### config.mk
export PLATFORM = sky130hd
export DESIGN_NAME = priority_sort_descending_flat
export DESIGN_NICKNAME = d
export VERILOG_FILES = /design/src/psd_pkg.sv /design/src/psd_if.sv /design/src/psd_front.sv /design/src/psd_fifo.sv /design/src/psd_back.sv /design/src/priority_sort_descending.sv /design/src/flat_wrapper.sv
export SDC_FILE = /design/constraint.sdc
export NUM_CORES = 1
export LEC_CHECK = 0
export ABC_AREA = 0
export BUFFER_PORTS_ARGS = -buffer_cell sky130_fd_sc_hd__buf_2
export CAP_MARGIN = 25
export CORE_MARGIN = 4
export CORE_UTILIZATION = 40
export DETAILED_ROUTE_END_ITERATION = 16
export SLEW_MARGIN = 0
export SYNTH_ARGS = -nofsm -noshare
export SYNTH_HDL_FRONTEND = slang
export SYNTH_HIERARCHICAL = 1
export SYNTH_SLANG_ARGS = --single-unit
### constraint.sdc
create_clock -name clock -period 12.3 [get_ports clock]
set_input_delay 2.46 -clock clock [delete_from_list [all_inputs] [get_ports clock]]
set_output_delay 2.46 -clock clock [all_outputs]
set_load 0.02 [all_outputs]
### src/psd_pkg.sv
// Shared constants and types of the descending priority sorter.
package psd_pkg;

   localparam int ENTRIES     = 16;
   localparam int CNT_W       = $clog2(ENTRIES);
   localparam int QUEUE_DEPTH = 4;
   localparam int QPTR_W      = $clog2(QUEUE_DEPTH);

   typedef struct packed {
      logic              [7:0] symbol;
      logic signed       [7:0] key;
      logic                    close;
   } entry_type;

   typedef struct packed {
      logic push;
      logic full;
   } queue_ctl_type;

   typedef enum logic {
      ST_FILL,
      ST_DRAIN
   } back_state_type;

endpackage

### src/psd_if.sv
// Request and response channel interfaces of the descending priority sorter.
interface psd_req_if;
   logic              valid;
   logic              ready;
   logic        [7:0] symbol;
   logic signed [7:0] priority_req;
   logic              last;

   modport source (output valid, symbol, priority_req, last, input ready);
   modport sink   (input valid, symbol, priority_req, last, output ready);
endinterface

interface psd_rsp_if;
   logic              valid;
   logic              ready;
   logic        [7:0] symbol_out;
   logic signed [7:0] priority_out;
   logic              final_res;

   modport source (output valid, symbol_out, priority_out, final_res, input ready);
   modport sink   (input valid, symbol_out, priority_out, final_res, output ready);
endinterface

### src/psd_front.sv
// Front end: takes requests, counts the set and marks the request that closes it.
module psd_front (
   input  logic                    clock,
   input  logic                    reset,
   psd_req_if.sink                 req,
   output psd_pkg::queue_ctl_type  q_ctl,
   input  logic                    q_full,
   output psd_pkg::entry_type      q_data
);
   import psd_pkg::*;

   logic [CNT_W-1:0] cnt_ff;
   logic [CNT_W-1:0] cnt_in;
   logic             close;
   logic             push;

   assign req.ready = !q_full;
   assign push      = req.valid && !q_full;
   assign close     = req.last || (cnt_ff == CNT_W'(ENTRIES - 1));

   assign q_ctl.push = push;
   assign q_ctl.full = q_full;

   assign q_data.symbol = req.symbol;
   assign q_data.key    = req.priority_req;
   assign q_data.close  = close;

   always_comb begin
      cnt_in = cnt_ff;
      if (push) begin
         cnt_in = close ? '0 : cnt_ff + 1'b1;
      end
   end

   always_ff @(posedge clock) begin
      if (reset) begin
         cnt_ff <= '0;
      end else begin
         cnt_ff <= cnt_in;
      end
   end

endmodule

### src/psd_fifo.sv
// Short queue of classified requests between front and back end.
module psd_fifo (
   input  logic                    clock,
   input  logic                    reset,
   input  psd_pkg::queue_ctl_type  q_ctl,
   input  psd_pkg::entry_type      wr_data,
   output logic                    full,
   input  logic                    pop,
   output logic                    empty,
   output psd_pkg::entry_type      rd_data
);
   import psd_pkg::*;

   entry_type         mem_ff [QUEUE_DEPTH];
   logic [QPTR_W-1:0] wr_ptr_ff;
   logic [QPTR_W-1:0] wr_ptr_in;
   logic [QPTR_W-1:0] rd_ptr_ff;
   logic [QPTR_W-1:0] rd_ptr_in;
   logic [QPTR_W:0]   count_ff;
   logic [QPTR_W:0]   count_in;
   logic              do_push;
   logic              do_pop;

   assign full    = (count_ff == (QPTR_W + 1)'(QUEUE_DEPTH));
   assign empty   = (count_ff == '0);
   assign rd_data = mem_ff[rd_ptr_ff];
   assign do_push = q_ctl.push && !q_ctl.full;
   assign do_pop  = pop && !empty;

   always_comb begin
      wr_ptr_in = do_push ? wr_ptr_ff + 1'b1 : wr_ptr_ff;
      rd_ptr_in = do_pop ? rd_ptr_ff + 1'b1 : rd_ptr_ff;
      count_in  = count_ff;
      if (do_push && !do_pop) begin
         count_in = count_ff + 1'b1;
      end else if (!do_push && do_pop) begin
         count_in = count_ff - 1'b1;
      end
   end

   always_ff @(posedge clock) begin
      if (do_push) begin
         mem_ff[wr_ptr_ff] <= wr_data;
      end
   end

   always_ff @(posedge clock) begin
      if (reset) begin
         wr_ptr_ff <= '0;
         rd_ptr_ff <= '0;
         count_ff  <= '0;
      end else begin
         wr_ptr_ff <= wr_ptr_in;
         rd_ptr_ff <= rd_ptr_in;
         count_ff  <= count_in;
      end
   end

endmodule

### src/psd_back.sv
// Back end: insertion chain that keeps the set sorted, then drains it in order.
module psd_back (
   input  logic                clock,
   input  logic                reset,
   input  logic                q_empty,
   input  psd_pkg::entry_type  q_data,
   output logic                q_pop,
   psd_rsp_if.source           rsp
);
   import psd_pkg::*;

   back_state_type    state_ff;
   back_state_type    state_in;

   logic signed [7:0] key_ff   [ENTRIES];
   logic signed [7:0] key_in   [ENTRIES];
   logic        [7:0] sym_ff   [ENTRIES];
   logic        [7:0] sym_in   [ENTRIES];
   logic signed [7:0] key_up   [ENTRIES];
   logic        [7:0] sym_up   [ENTRIES];
   logic signed [7:0] key_dn   [ENTRIES];
   logic        [7:0] sym_dn   [ENTRIES];
   logic [ENTRIES-1:0] valid_ff;
   logic [ENTRIES-1:0] valid_in;
   logic [ENTRIES-1:0] valid_up;
   logic [ENTRIES-1:0] valid_dn;
   logic [ENTRIES-1:0] slot;
   logic [ENTRIES-1:0] slot_up;

   logic              rsp_valid_ff;
   logic              rsp_valid_in;
   logic        [7:0] rsp_sym_ff;
   logic signed [7:0] rsp_key_ff;
   logic              rsp_final_ff;
   logic              drain;

   // A cell is open for the new pair when it is empty or holds a smaller key.
   always_comb begin
      for (int i = 0; i < ENTRIES; i++) begin
         slot[i] = !valid_ff[i] || (key_ff[i] < q_data.key);
      end
   end

   assign slot_up  = {slot[ENTRIES-2:0], 1'b0};
   assign valid_up = {valid_ff[ENTRIES-2:0], 1'b1};
   assign valid_dn = {1'b0, valid_ff[ENTRIES-1:1]};

   for (genvar g = 0; g < ENTRIES; g++) begin : g_nbr
      if (g == 0) begin : g_first
         assign key_up[g] = q_data.key;
         assign sym_up[g] = q_data.symbol;
      end else begin : g_rest
         assign key_up[g] = key_ff[g-1];
         assign sym_up[g] = sym_ff[g-1];
      end
      if (g == ENTRIES - 1) begin : g_last
         assign key_dn[g] = key_ff[g];
         assign sym_dn[g] = sym_ff[g];
      end else begin : g_inner
         assign key_dn[g] = key_ff[g+1];
         assign sym_dn[g] = sym_ff[g+1];
      end
   end

   // Next state.
   always_comb begin
      state_in = state_ff;
      case (state_ff)
         ST_FILL: begin
            if (!q_empty && q_data.close) begin
               state_in = ST_DRAIN;
            end
         end
         ST_DRAIN: begin
            if (drain && !valid_ff[1]) begin
               state_in = ST_FILL;
            end
         end
         default: state_in = ST_FILL;
      endcase
   end

   // State outputs.
   always_comb begin
      q_pop = 1'b0;
      drain = 1'b0;
      case (state_ff)
         ST_FILL:  q_pop = !q_empty;
         ST_DRAIN: drain = !rsp_valid_ff || rsp.ready;
         default: begin
            q_pop = 1'b0;
            drain = 1'b0;
         end
      endcase
   end

   always_comb begin
      valid_in = valid_ff;
      for (int i = 0; i < ENTRIES; i++) begin
         key_in[i] = key_ff[i];
         sym_in[i] = sym_ff[i];
         if (q_pop) begin
            if (slot_up[i]) begin
               key_in[i] = key_up[i];
               sym_in[i] = sym_up[i];
            end else if (slot[i]) begin
               key_in[i] = q_data.key;
               sym_in[i] = q_data.symbol;
            end
         end else if (drain) begin
            key_in[i] = key_dn[i];
            sym_in[i] = sym_dn[i];
         end
      end
      if (q_pop) begin
         valid_in = valid_ff | valid_up;
      end else if (drain) begin
         valid_in = valid_dn;
      end
   end

   always_comb begin
      rsp_valid_in = rsp_valid_ff && !rsp.ready;
      if (drain) begin
         rsp_valid_in = 1'b1;
      end
   end

   always_ff @(posedge clock) begin
      for (int i = 0; i < ENTRIES; i++) begin
         key_ff[i] <= key_in[i];
         sym_ff[i] <= sym_in[i];
      end
      if (drain) begin
         rsp_sym_ff   <= sym_ff[0];
         rsp_key_ff   <= key_ff[0];
         rsp_final_ff <= !valid_ff[1];
      end
   end

   always_ff @(posedge clock) begin
      if (reset) begin
         state_ff     <= ST_FILL;
         valid_ff     <= '0;
         rsp_valid_ff <= 1'b0;
      end else begin
         state_ff     <= state_in;
         valid_ff     <= valid_in;
         rsp_valid_ff <= rsp_valid_in;
      end
   end

   assign rsp.valid        = rsp_valid_ff;
   assign rsp.symbol_out   = rsp_sym_ff;
   assign rsp.priority_out = rsp_key_ff;
   assign rsp.final_res    = rsp_final_ff;

endmodule

### src/priority_sort_descending.sv
// A closing request is written into the queue when accepted; the back end then pops it into
// the insertion chain, and the first sorted response is registered in the response register.
// Throughput: one request per cycle while a set is filling, with intake held once the 4-deep
// queue is full; a set of n pairs then drains one response per cycle while the receiver is ready.
// Reset clears the set counter, queue pointers, chain valid bits and response valid.
module priority_sort_descending (
   input  logic        clock,
   input  logic        reset,
   psd_req_if.sink     req_chan,
   psd_rsp_if.source   rsp_chan
);
   import psd_pkg::*;

   queue_ctl_type q_ctl;
   entry_type     q_wr_data;
   entry_type     q_rd_data;
   logic          q_full;
   logic          q_empty;
   logic          q_pop;

   psd_front u_front (
      .clock  (clock),
      .reset  (reset),
      .req    (req_chan),
      .q_ctl  (q_ctl),
      .q_full (q_full),
      .q_data (q_wr_data)
   );

   psd_fifo u_fifo (
      .clock   (clock),
      .reset   (reset),
      .q_ctl   (q_ctl),
      .wr_data (q_wr_data),
      .full    (q_full),
      .pop     (q_pop),
      .empty   (q_empty),
      .rd_data (q_rd_data)
   );

   psd_back u_back (
      .clock   (clock),
      .reset   (reset),
      .q_empty (q_empty),
      .q_data  (q_rd_data),
      .q_pop   (q_pop),
      .rsp     (rsp_chan)
   );

endmodule
### src/flat_wrapper.sv
// flat-port wrapper written by rule: the top's interface ports become plain ports
module priority_sort_descending_flat import psd_pkg::*;
  (clock, reset, req_chan_valid, req_chan_symbol, req_chan_priority_req, req_chan_last, req_chan_ready, rsp_chan_valid, rsp_chan_symbol_out, rsp_chan_priority_out, rsp_chan_final_res, rsp_chan_ready);
  psd_req_if req_chan_i ();
  psd_rsp_if rsp_chan_i ();
  input  logic clock;
  input  logic reset;
  input wire logic [$bits(req_chan_i.valid)-1:0] req_chan_valid;
  input wire logic [$bits(req_chan_i.symbol)-1:0] req_chan_symbol;
  input wire logic [$bits(req_chan_i.priority_req)-1:0] req_chan_priority_req;
  input wire logic [$bits(req_chan_i.last)-1:0] req_chan_last;
  output wire logic [$bits(req_chan_i.ready)-1:0] req_chan_ready;
  output wire logic [$bits(rsp_chan_i.valid)-1:0] rsp_chan_valid;
  output wire logic [$bits(rsp_chan_i.symbol_out)-1:0] rsp_chan_symbol_out;
  output wire logic [$bits(rsp_chan_i.priority_out)-1:0] rsp_chan_priority_out;
  output wire logic [$bits(rsp_chan_i.final_res)-1:0] rsp_chan_final_res;
  input wire logic [$bits(rsp_chan_i.ready)-1:0] rsp_chan_ready;
  assign req_chan_i.valid = req_chan_valid;
  assign req_chan_i.symbol = req_chan_symbol;
  assign req_chan_i.priority_req = req_chan_priority_req;
  assign req_chan_i.last = req_chan_last;
  assign req_chan_ready = req_chan_i.ready;
  assign rsp_chan_valid = rsp_chan_i.valid;
  assign rsp_chan_symbol_out = rsp_chan_i.symbol_out;
  assign rsp_chan_priority_out = rsp_chan_i.priority_out;
  assign rsp_chan_final_res = rsp_chan_i.final_res;
  assign rsp_chan_i.ready = rsp_chan_ready;
  priority_sort_descending u_core (.clock(clock), .reset(reset), .req_chan(req_chan_i), .rsp_chan(rsp_chan_i));
endmodule
==> qor.yml, run 1 <==
outcome: "finished, final reports clean"
core_sq_um: 51300
fillerInstances: 4761
hold_violations: 0
post_cts_resized: 0
ioPinCount: 40
synth_mux_area_share_pct: 3.012
setup-violations-final: 0
gr-usage-all-layers_pct: 23.39
syn2layout_area_growth_pct: 10.61
mostFrequentLayoutCell: "edfxtp_1"
post_cts_buffers: 0
rsz0062_at_grt: "no"
slew_headroom_pct: 17.55
final_cell_mix: "edfxtp_1, nor2_1, a21oi_1"
worstHoldPathCells: 0
ys.warnings.count: 6
fmax_ghz: 0.2033
vias: 16155
r2r_end: "u_core/u_back/key_ff[0][13]"
synth_edf_count: 341
synth_top_family_by_area: "compound AO/OA/AOI/OAI gates"
layout.nets: 1949
die_y_um: 235.4
fin_setup_tns_ns: 0
path_clk_slew_ns: 0.06
wl_met2_um: 29040
yosysSeqAreaShare_pct: 52.49
crit_fanout: 18
ctsHoldBuffers: 0
wl_per_cell_um: 26.80
top_layer_used: "met4"
clock-sinks: 372
crit_required_ns: 12.49
globalplace.congestion: 0.9301
synthSimpleGateAreaFrac_pct: 11.43
ff2ff_path_depth: 10
syn-mean-instance-area_sq_um: 11.31
synth_fa_ha_area_share_pct: 7.233
syn_inst: 1829
grt_max_degree: 107
critPathKind: "register to register"
r2r_slack_ns: 7.38
post-route-min-period_ns: 4.919
grt_pass1_wl_um: 98390
clockBufferDepth: 3
overflow: 0
hp-class: "register to register"
drv_cap: 0
synth_cell_types: 70
initial_core_util_pct: 40.33
fin_crit_sh_pct: 39.99
dieWidth_um: 235.4
root_buffer: "clkbuf_16"
antenna_left: 0
die_area_sq_um: 55420
cp.arrival_ns: 5.11
synth-xor-area-share_pct: 0.2117
antenna_found_initial: 2
grt_pass1_vias: 15234
finClkSkew_ns: 0.03394
synth_area_sq_um: 20690
drive_gt1_share_pct: 12.92
syn-num-nets: 1969
synthFlopType: "edfxtp_1"
numCtsBuffers: 43
worstHoldStart: "u_core/u_back/sym_ff[0][4]"
routed_wl_um: 67630
critPathCaptureType: "register"
clock_latency_ns: 0.59
rows: 83
portBuffers: 39
async_flop_share_pct: 0
htree_levels: 2
synth_compound_area_share_pct: 20.94
drc_errors: 0
worstMarginPinSlew_ns: 1.232
cts_tree: "done"
first_pass_iters: 6
place_hpwl_um: 45740
drt-initial-drc-count: 2254
met1_length_um: 26740
slew_violations: 0
yosys_register_bits: 372
dr_wl_met3_um: 8163
startpoint_type: "register"
viasPerCell: 6.401
holdPathEnd: "u_core/u_back/rsp.symbol_out[4]"
==> flip-flops by register name, summed over array words and instances, names as in the netlist, named ones only <==
register                        cells
u_core/u_back/valid_ff             16
u_core/u_back/key_ff              128
u_core/u_back/sym_ff              128
u_core/u_back/rsp.valid             1
u_core/u_back/rsp.final_res         1
u_core/u_fifo/count_ff              3
u_core/u_front/cnt_ff               4
u_core/u_back/rsp.symbol_out        8
u_core/u_back/rsp.priority_out      8
u_core/u_fifo/rd_ptr_ff             2
u_core/u_fifo/wr_ptr_ff             2
u_core/u_back/state_ff              1
u_core/u_fifo/mem_ff               68
==> layout make-up <==
cell class              instances  area, sq um  share of cell area (%)
flip-flops and latches        372        10860                   47.46
clock inverters                23        259.0                   1.132
multi-input cells            1254         8934                   39.04
well taps                     680        850.8                   3.718
repair buffers                 91        620.6                   2.712
clock buffers                  55         1171                   5.118
inverters                      47        183.9                  0.8037
diodes                          2        5.005                 0.02187
==> cells in the mapped netlist (16+ instances only) <==
cell | number | area share (%)
inv_1 | 46 | 0.83
a221o_1 | 128 | 6.2
nor3_1 | 83 | 2.0
o21ai_0 | 29 | 0.70
a21o_1 | 36 | 1.3
edfxtp_1 | 341 | 49
clkbuf_1 | 81 | 1.5
buf_2 | 40 | 0.97
dfxtp_1 | 31 | 3.0
or3_1 | 19 | 0.57
and2_1 | 26 | 0.79
buf_4 | 21 | 0.76
nor2_1 | 199 | 3.6
a211oi_1 | 16 | 0.58
ha_1 | 118 | 7.1
a2111oi_0 | 40 | 1.7
nand2_1 | 152 | 2.8
a21oi_1 | 180 | 4.4
o221ai_1 | 16 | 0.68
o221a_2 | 16 | 0.87
a31oi_1 | 26 | 0.79
==> worst max-delay path by stage <==
stage	slack, ns	endpoint
global placement	7.15	u_core/u_back/sym_ff[1][23]
finish	7.38	u_core/u_back/key_ff[0][13]
global route	7.16	u_core/u_back/sym_ff[0][12]
CTS	7.40	u_core/u_back/key_ff[0][13]
detailed placement	7.07	u_core/u_back/sym_ff[1][17]
floorplan	7.83	u_core/u_back/key_ff[0][0]
==> worst max-delay path, cell delays in order, from the launching register on <==
cell and delay (ns):
dfxtp_1 0.31, buf_4 0.30, mux4_1 0.65, inv_1 0.08, buf_4 0.38, ha_1 0.33, a211o_1 0.29, a31oi_1 0.18
o2111ai_2 0.44, and2_1 0.59, a31oi_2 0.97
==> kinds of logic (layout without fill, tap and decap cells) <==
family                   after synthesis  in the layout
AO/OA/AOI/OAI                        567            567
XOR/XNOR                               5              5
adder cells (fa/ha/maj)              119            119
buffers and inverters                203            216
flip-flops                           372            372
multiplexers                          36             36
other                                  0              2
AND/OR/NAND/NOR                      527            527
==> stage by stage <==
stage / utilization (%) / cells / hold WS (ns) / instance area [sq um] / worst slack (ns)
final: 44.61 / 2524 / 0.4586 / 22880 / 7.381
after global routing: 44.60 / 2523 / 0.4673 / 22880 / 7.159
after CTS: 44.49 / 2518 / 0.4620 / 22830 / 7.402
after detailed placement: 41.71 / 2440 / 0.4481 / 21400 / 7.075
after global placement: 41.61 / 2435 / 0.4436 / 21350 / 7.145
after floorplan: - / 1829 / 0.4262 / 20690 / 7.830
==> per-layer routing <==
layer / GRT usage, % / vias to the layer above
met1: 32.42 / 7829
met4: 11.02 / 0
met2: 34.21 / 1024
li1: - / 7129
met5: 0 / -
met3: 6.291 / 173
Power of run 1 is not shown: default switching activity piles up to over one toggle a cycle in this logic, so the estimate is an artifact.
==> run 2: changes to the inputs <==
clock period = 4 ns   (was 12.3 ns; I/O delays follow)
==> qor.yml, run 2 (synthesis gave the netlist of run 1 again) <==
outcome: "finished, final reports clean"
cts_tree: "done"
clockBufferDepth: 3
antenna_left: 0
worstMarginPinSlew_ns: 1.118
globalRouteMet2Util_pct: 32.41
fin_crit_sh_pct: 94.55
slew_violations: 0
use_met1_pct: 29.10
critPathKind: "register to register"
startpoint_type: "register"
use_met3_pct: 3.550
final_cell_mix: "edfxtp_1, nor2_1, a21oi_1"
grt_max_degree: 109
viasPerCell: 6.143
worstHoldPathCells: 1
overflow: 0
gr-max-usage-layer: "met2"
die_area_sq_um: 55420
critPathCaptureType: "register"
wl_per_cell_um: 23.26
fmax_ghz: 0.2644
holdPathEnd: "u_core/u_fifo/mem_ff[2][13]"
layout.nets: 1993
fillerInstances: 4744
fin_setup_tns_ns: 0
core_sq_um: 51300
cp.arrival_ns: 4.03
syn2layout_area_growth_pct: 12.56
rsz0062_at_grt: "no"
post_cts_buffers: 0
grt_pass1_vias: 15828
post-route-util_pct: 45.39
routed_wl_um: 59740
rows: 83
root_buffer: "clkbuf_16"
numCtsBuffers: 42
worst_hold_slack_ns: 0.4453
path_clk_slew_ns: 0.06
slew_headroom_pct: 25.20
clock-sinks: 372
hp-class: "primary input to register"
mostFrequentLayoutCell: "edfxtp_1"
drive_gt1_share_pct: 15.16
place_hpwl_um: 43580
register_area_sq_um: 10860
gr-usage-all-layers_pct: 20.82
ioPinCount: 40
post-route-min-period_ns: 3.782
crit_fanout: 16
htree_levels: 2
reg.largest.list: "u_core/u_back/key_ff x128, u_core/u_back/sym_ff x128, u_core/u_fifo/mem_ff x68"
drc_errors: 0
stdcell_count: 2568
worstHoldStart: "req_chan_symbol[4]"
dieWidth_um: 235.4
r2r_end: "u_core/u_back/sym_ff[0][30]"
initial_core_util_pct: 40.33
antenna_found_initial: 0
drt-initial-drc-count: 1375
crit_required_ns: 4.25
grt_pass1_wl_um: 92420
hold_violations: 0
ff2ff_path_depth: 11
globalplace.congestion: 0.8876
multiInputGateArea_sq_um: 8942
first_pass_iters: 5
finClkSkew_ns: 0.01521
clock_latency_ns: 0.57
portBuffers: 39
die_y_um: 235.4
setup-violations-final: 0
drv_cap: 0
numPlacedInstances: 2486
r2r_slack_ns: 0.22
vias: 15774
[run 2: cell types whose count changed in the layout (fill, tap and decap cells not counted), moves of 3 or more]
cell | before | now
and2_1 | 26 | 23
clkbuf_8 | 0 | 4
buf_12 | 0 | 7
clkbuf_1 | 8 | 14
and2_2 | 0 | 3
clkinv_2 | 7 | 2
clkinvlp_4 | 4 | 7
clkinv_1 | 6 | 2
buf_4 | 47 | 87
[run 2: critical path: stages, from the launching register on]
cell,delay (ns)
dfxtp_1,0.45
buf_4,0.21
mux4_2,0.53
inv_1,0.28
buf_4,0.26
ha_1,0.24
and4_1,0.20
a221oi_1,0.33
o21ai_0,0.13
and2_1,0.31
a31oi_2,0.22
buf_4,0.27
[run 2: final cells by class]
| cell class | count | area share [%] |
|---|---|---|
| repair buffers | 136 | 4.460 |
| inverters | 47 | 0.8059 |
| diodes | 1 | 0.01075 |
| clock inverters | 17 | 0.9510 |
| clock buffers | 61 | 5.083 |
| flip-flops and latches | 372 | 46.64 |
| well taps | 680 | 3.654 |
| multi-input cells | 1254 | 38.40 |
[run 2: timing repair]
action                                  4_1_cts  5_1_grt
hold buffers                                  0        0
gates resized for setup                       0        4
hold endpoints to repair                      0        0
endpoints found under the setup margin        0       80
[run 2: routing by layer]
layer / share of wire, % / up-vias / wire length (um)
met5: 0 / - / 0
li1: - / 7231 / -
met1: 45 / 7776 / 26660
met4: 4.1 / 0 / 2447
met3: 6.6 / 140 / 3931
met2: 45 / 627 / 26710
[run 2: how the worst max path moves through the flow]
stage | slack [ns] | from | endpoint | cells past startpoint
global route | 0.01 | register | u_core/u_back/sym_ff[1][38] | 11
global placement | 0.22 | register | u_core/u_back/key_ff[0][10] | 12
detailed placement | 0.14 | register | u_core/u_back/key_ff[0][10] | 12
CTS | 0.12 | register | u_core/u_back/sym_ff[0][13] | 12
floorplan | -0.03 | register | u_core/u_back/key_ff[1][40] | 11
finish | 0.22 | register | u_core/u_back/sym_ff[0][30] | 11
[run 2: stage by stage]
stage                     worst slack [ns]  area [sq um]
after CTS                           0.1188         23230
after floorplan                   -0.02813         20760
after detailed placement            0.1420         21820
after global placement              0.2191         21810
final                               0.2180         23290
after global routing               0.01017         23280
Power of run 2 is left out for the same reason.
==> run 3: changes to the inputs <==
==> constraint.sdc (replaced) <==
create_clock -name clock -period 4 [get_ports clock]
set_input_delay 0 -clock clock [delete_from_list [all_inputs] [get_ports clock]]
set_output_delay 0 -clock clock [all_outputs]
set_load 0.02 [all_outputs]
==> qor.yml, run 3 (synthesis gave the netlist of run 1 again) <==
use_met1_pct: 28.64
slew_violations: 0
syn2layout_area_growth_pct: 12.74
antenna_cells: 0
clock-sinks: 372
layout.nets: 2006
htree_levels: 2
drc_errors: 0
drt-initial-drc-count: 1328
use_met3_pct: 3.702
startpoint_type: "register"
grt_pass1_wl_um: 92280
grt_pass1_vias: 15878
outcome: "finished, final reports clean"
path_clk_slew_ns: 0.06
grt_max_degree: 93
first_pass_iters: 6
overflow: 0
cp_cell_sequence: "mux4_1 > inv_1 > buf_12 > ha_1 > a211o_1 > a31oi_1 > o2111ai_2 > and2_1 > a31oi_2 > buf_4"
worst_path_largest_cell_delay_ns: 0.74
hp-class: "primary input to register"
worst_hold_slack_ns: 0.1759
rows: 83
cp_top_family: "compound AO/OA/AOI/OAI gates"
die_area_sq_um: 55420
crit_fanout: 18
clock_latency_ns: 0.58
initial_core_util_pct: 40.33
gr-usage-all-layers_pct: 20.77
gr-max-usage-layer: "met2"
crit_buf_inv: 3
final_cell_mix: "edfxtp_1, nor2_1, a21oi_1"
die_y_um: 235.4
crit_required_ns: 4.25
core_sq_um: 51300
place_hpwl_um: 43230
antenna_left: 0
finClkSkew_ns: 0.03208
dieWidth_um: 235.4
place_ws_ns: 0.1005
worstMarginPinSlew_ns: 1.082
critPathCaptureType: "register"
cp.arrival_ns: 4.06
wl_per_cell_um: 23.10
rsz0062_at_grt: "no"
clockBufferDepth: 3
cts_tree: "done"
viasPerCell: 6.128
post-route-util_pct: 45.46
drv_cap: 0
globalRouteMet2Util_pct: 33.43
portBuffers: 39
hold_violations: 0
numCtsBuffers: 41
stdcell_count: 2576
setup-violations-final: 0
antenna_found_initial: 1
fin_crit_sh_pct: 95.26
numPlacedInstances: 2479
reg.largest.list: "u_core/u_back/key_ff x128, u_core/u_back/sym_ff x128, u_core/u_fifo/mem_ff x68"
vias: 15787
drive_gt1_share_pct: 14.19
slew_headroom_pct: 27.61
fillerInstances: 4765
post-route-min-period_ns: 3.810
mostFrequentLayoutCell: "edfxtp_1"
ioPinCount: 40
root_buffer: "clkbuf_16"
critPathKind: "register to register"
fmax_ghz: 0.2624
fin_ws_ns: 0.1897
cpMaxStageDelayCell: "mux4_1"
globalplace.congestion: 0.8933
routed_wl_um: 59510
-- run 3: cell count changes in the layout (fill, tap and decap cells not counted), sizes merged --
cell,previous run,this run
buf,136,126
clkinvlp,7,2
diode,1,0
dlygate4sd3,0,24
bufinv,4,5
clkinv,6,15
clkbuf,61,51
-- run 3: cell type report --
| type | instances | area (sq um) | share of cell area (%) |
|---|---|---|---|
| multi-input cells | 1254 | 8942 | 38.34 |
| repair buffers | 150 | 1159 | 4.968 |
| inverters | 47 | 183.9 | 0.7886 |
| clock inverters | 22 | 264.0 | 1.132 |
| clock buffers | 51 | 1064 | 4.560 |
| flip-flops and latches | 372 | 10860 | 46.56 |
| well taps | 680 | 850.8 | 3.648 |
-- run 3: final timing paths --
path	slack, ns	cells after the start	end	startpoint
hold reg to reg	0.50	2	u_core/u_front/cnt_ff[0]	u_core/u_front/cnt_ff[0]
hold / removal	0.18	2	u_core/u_fifo/mem_ff[0][13]	req_chan_symbol[4]
setup reg to reg	0.19	10	u_core/u_back/sym_ff[0][16]	register
setup / recovery	0.19	10	u_core/u_back/sym_ff[0][16]	register
-- run 3: worst register-to-register path, delay by kind of cell (launching register included) --
kind,cells,cell delay (ns)
and+or+nand+nor,1,0.41
AOI/OAI and AO/OA,4,0.93
adders and majority gates,1,0.28
muxes,1,0.74
buffers and inverters,3,0.63
DFF,1,0.49
-- run 3: what timing repair did --
item,CTS,global route
hold buffers,24,0
endpoints found under the setup margin,0,34
hold endpoints to repair,80,0
setup buffers,0,0
resized for setup,0,3
-- run 3: routing by layer --
metal,vias up,wire (um)
li1,7241,-
met1,7894,26630
met2,539,27370
met3,113,3587
met4,0,1927
met5,-,0
-- run 3: stage by stage --
| stage | setup TNS, ns | cell area, sq um |
|---|---|---|
| floorplan | -0.9000 | 20760 |
| global placement | 0 | 21730 |
| detailed placement | 0 | 21750 |
| CTS | 0 | 23320 |
| global route | 0 | 23320 |
| finish | 0 | 23320 |
Power of run 3 is left out for the same reason.
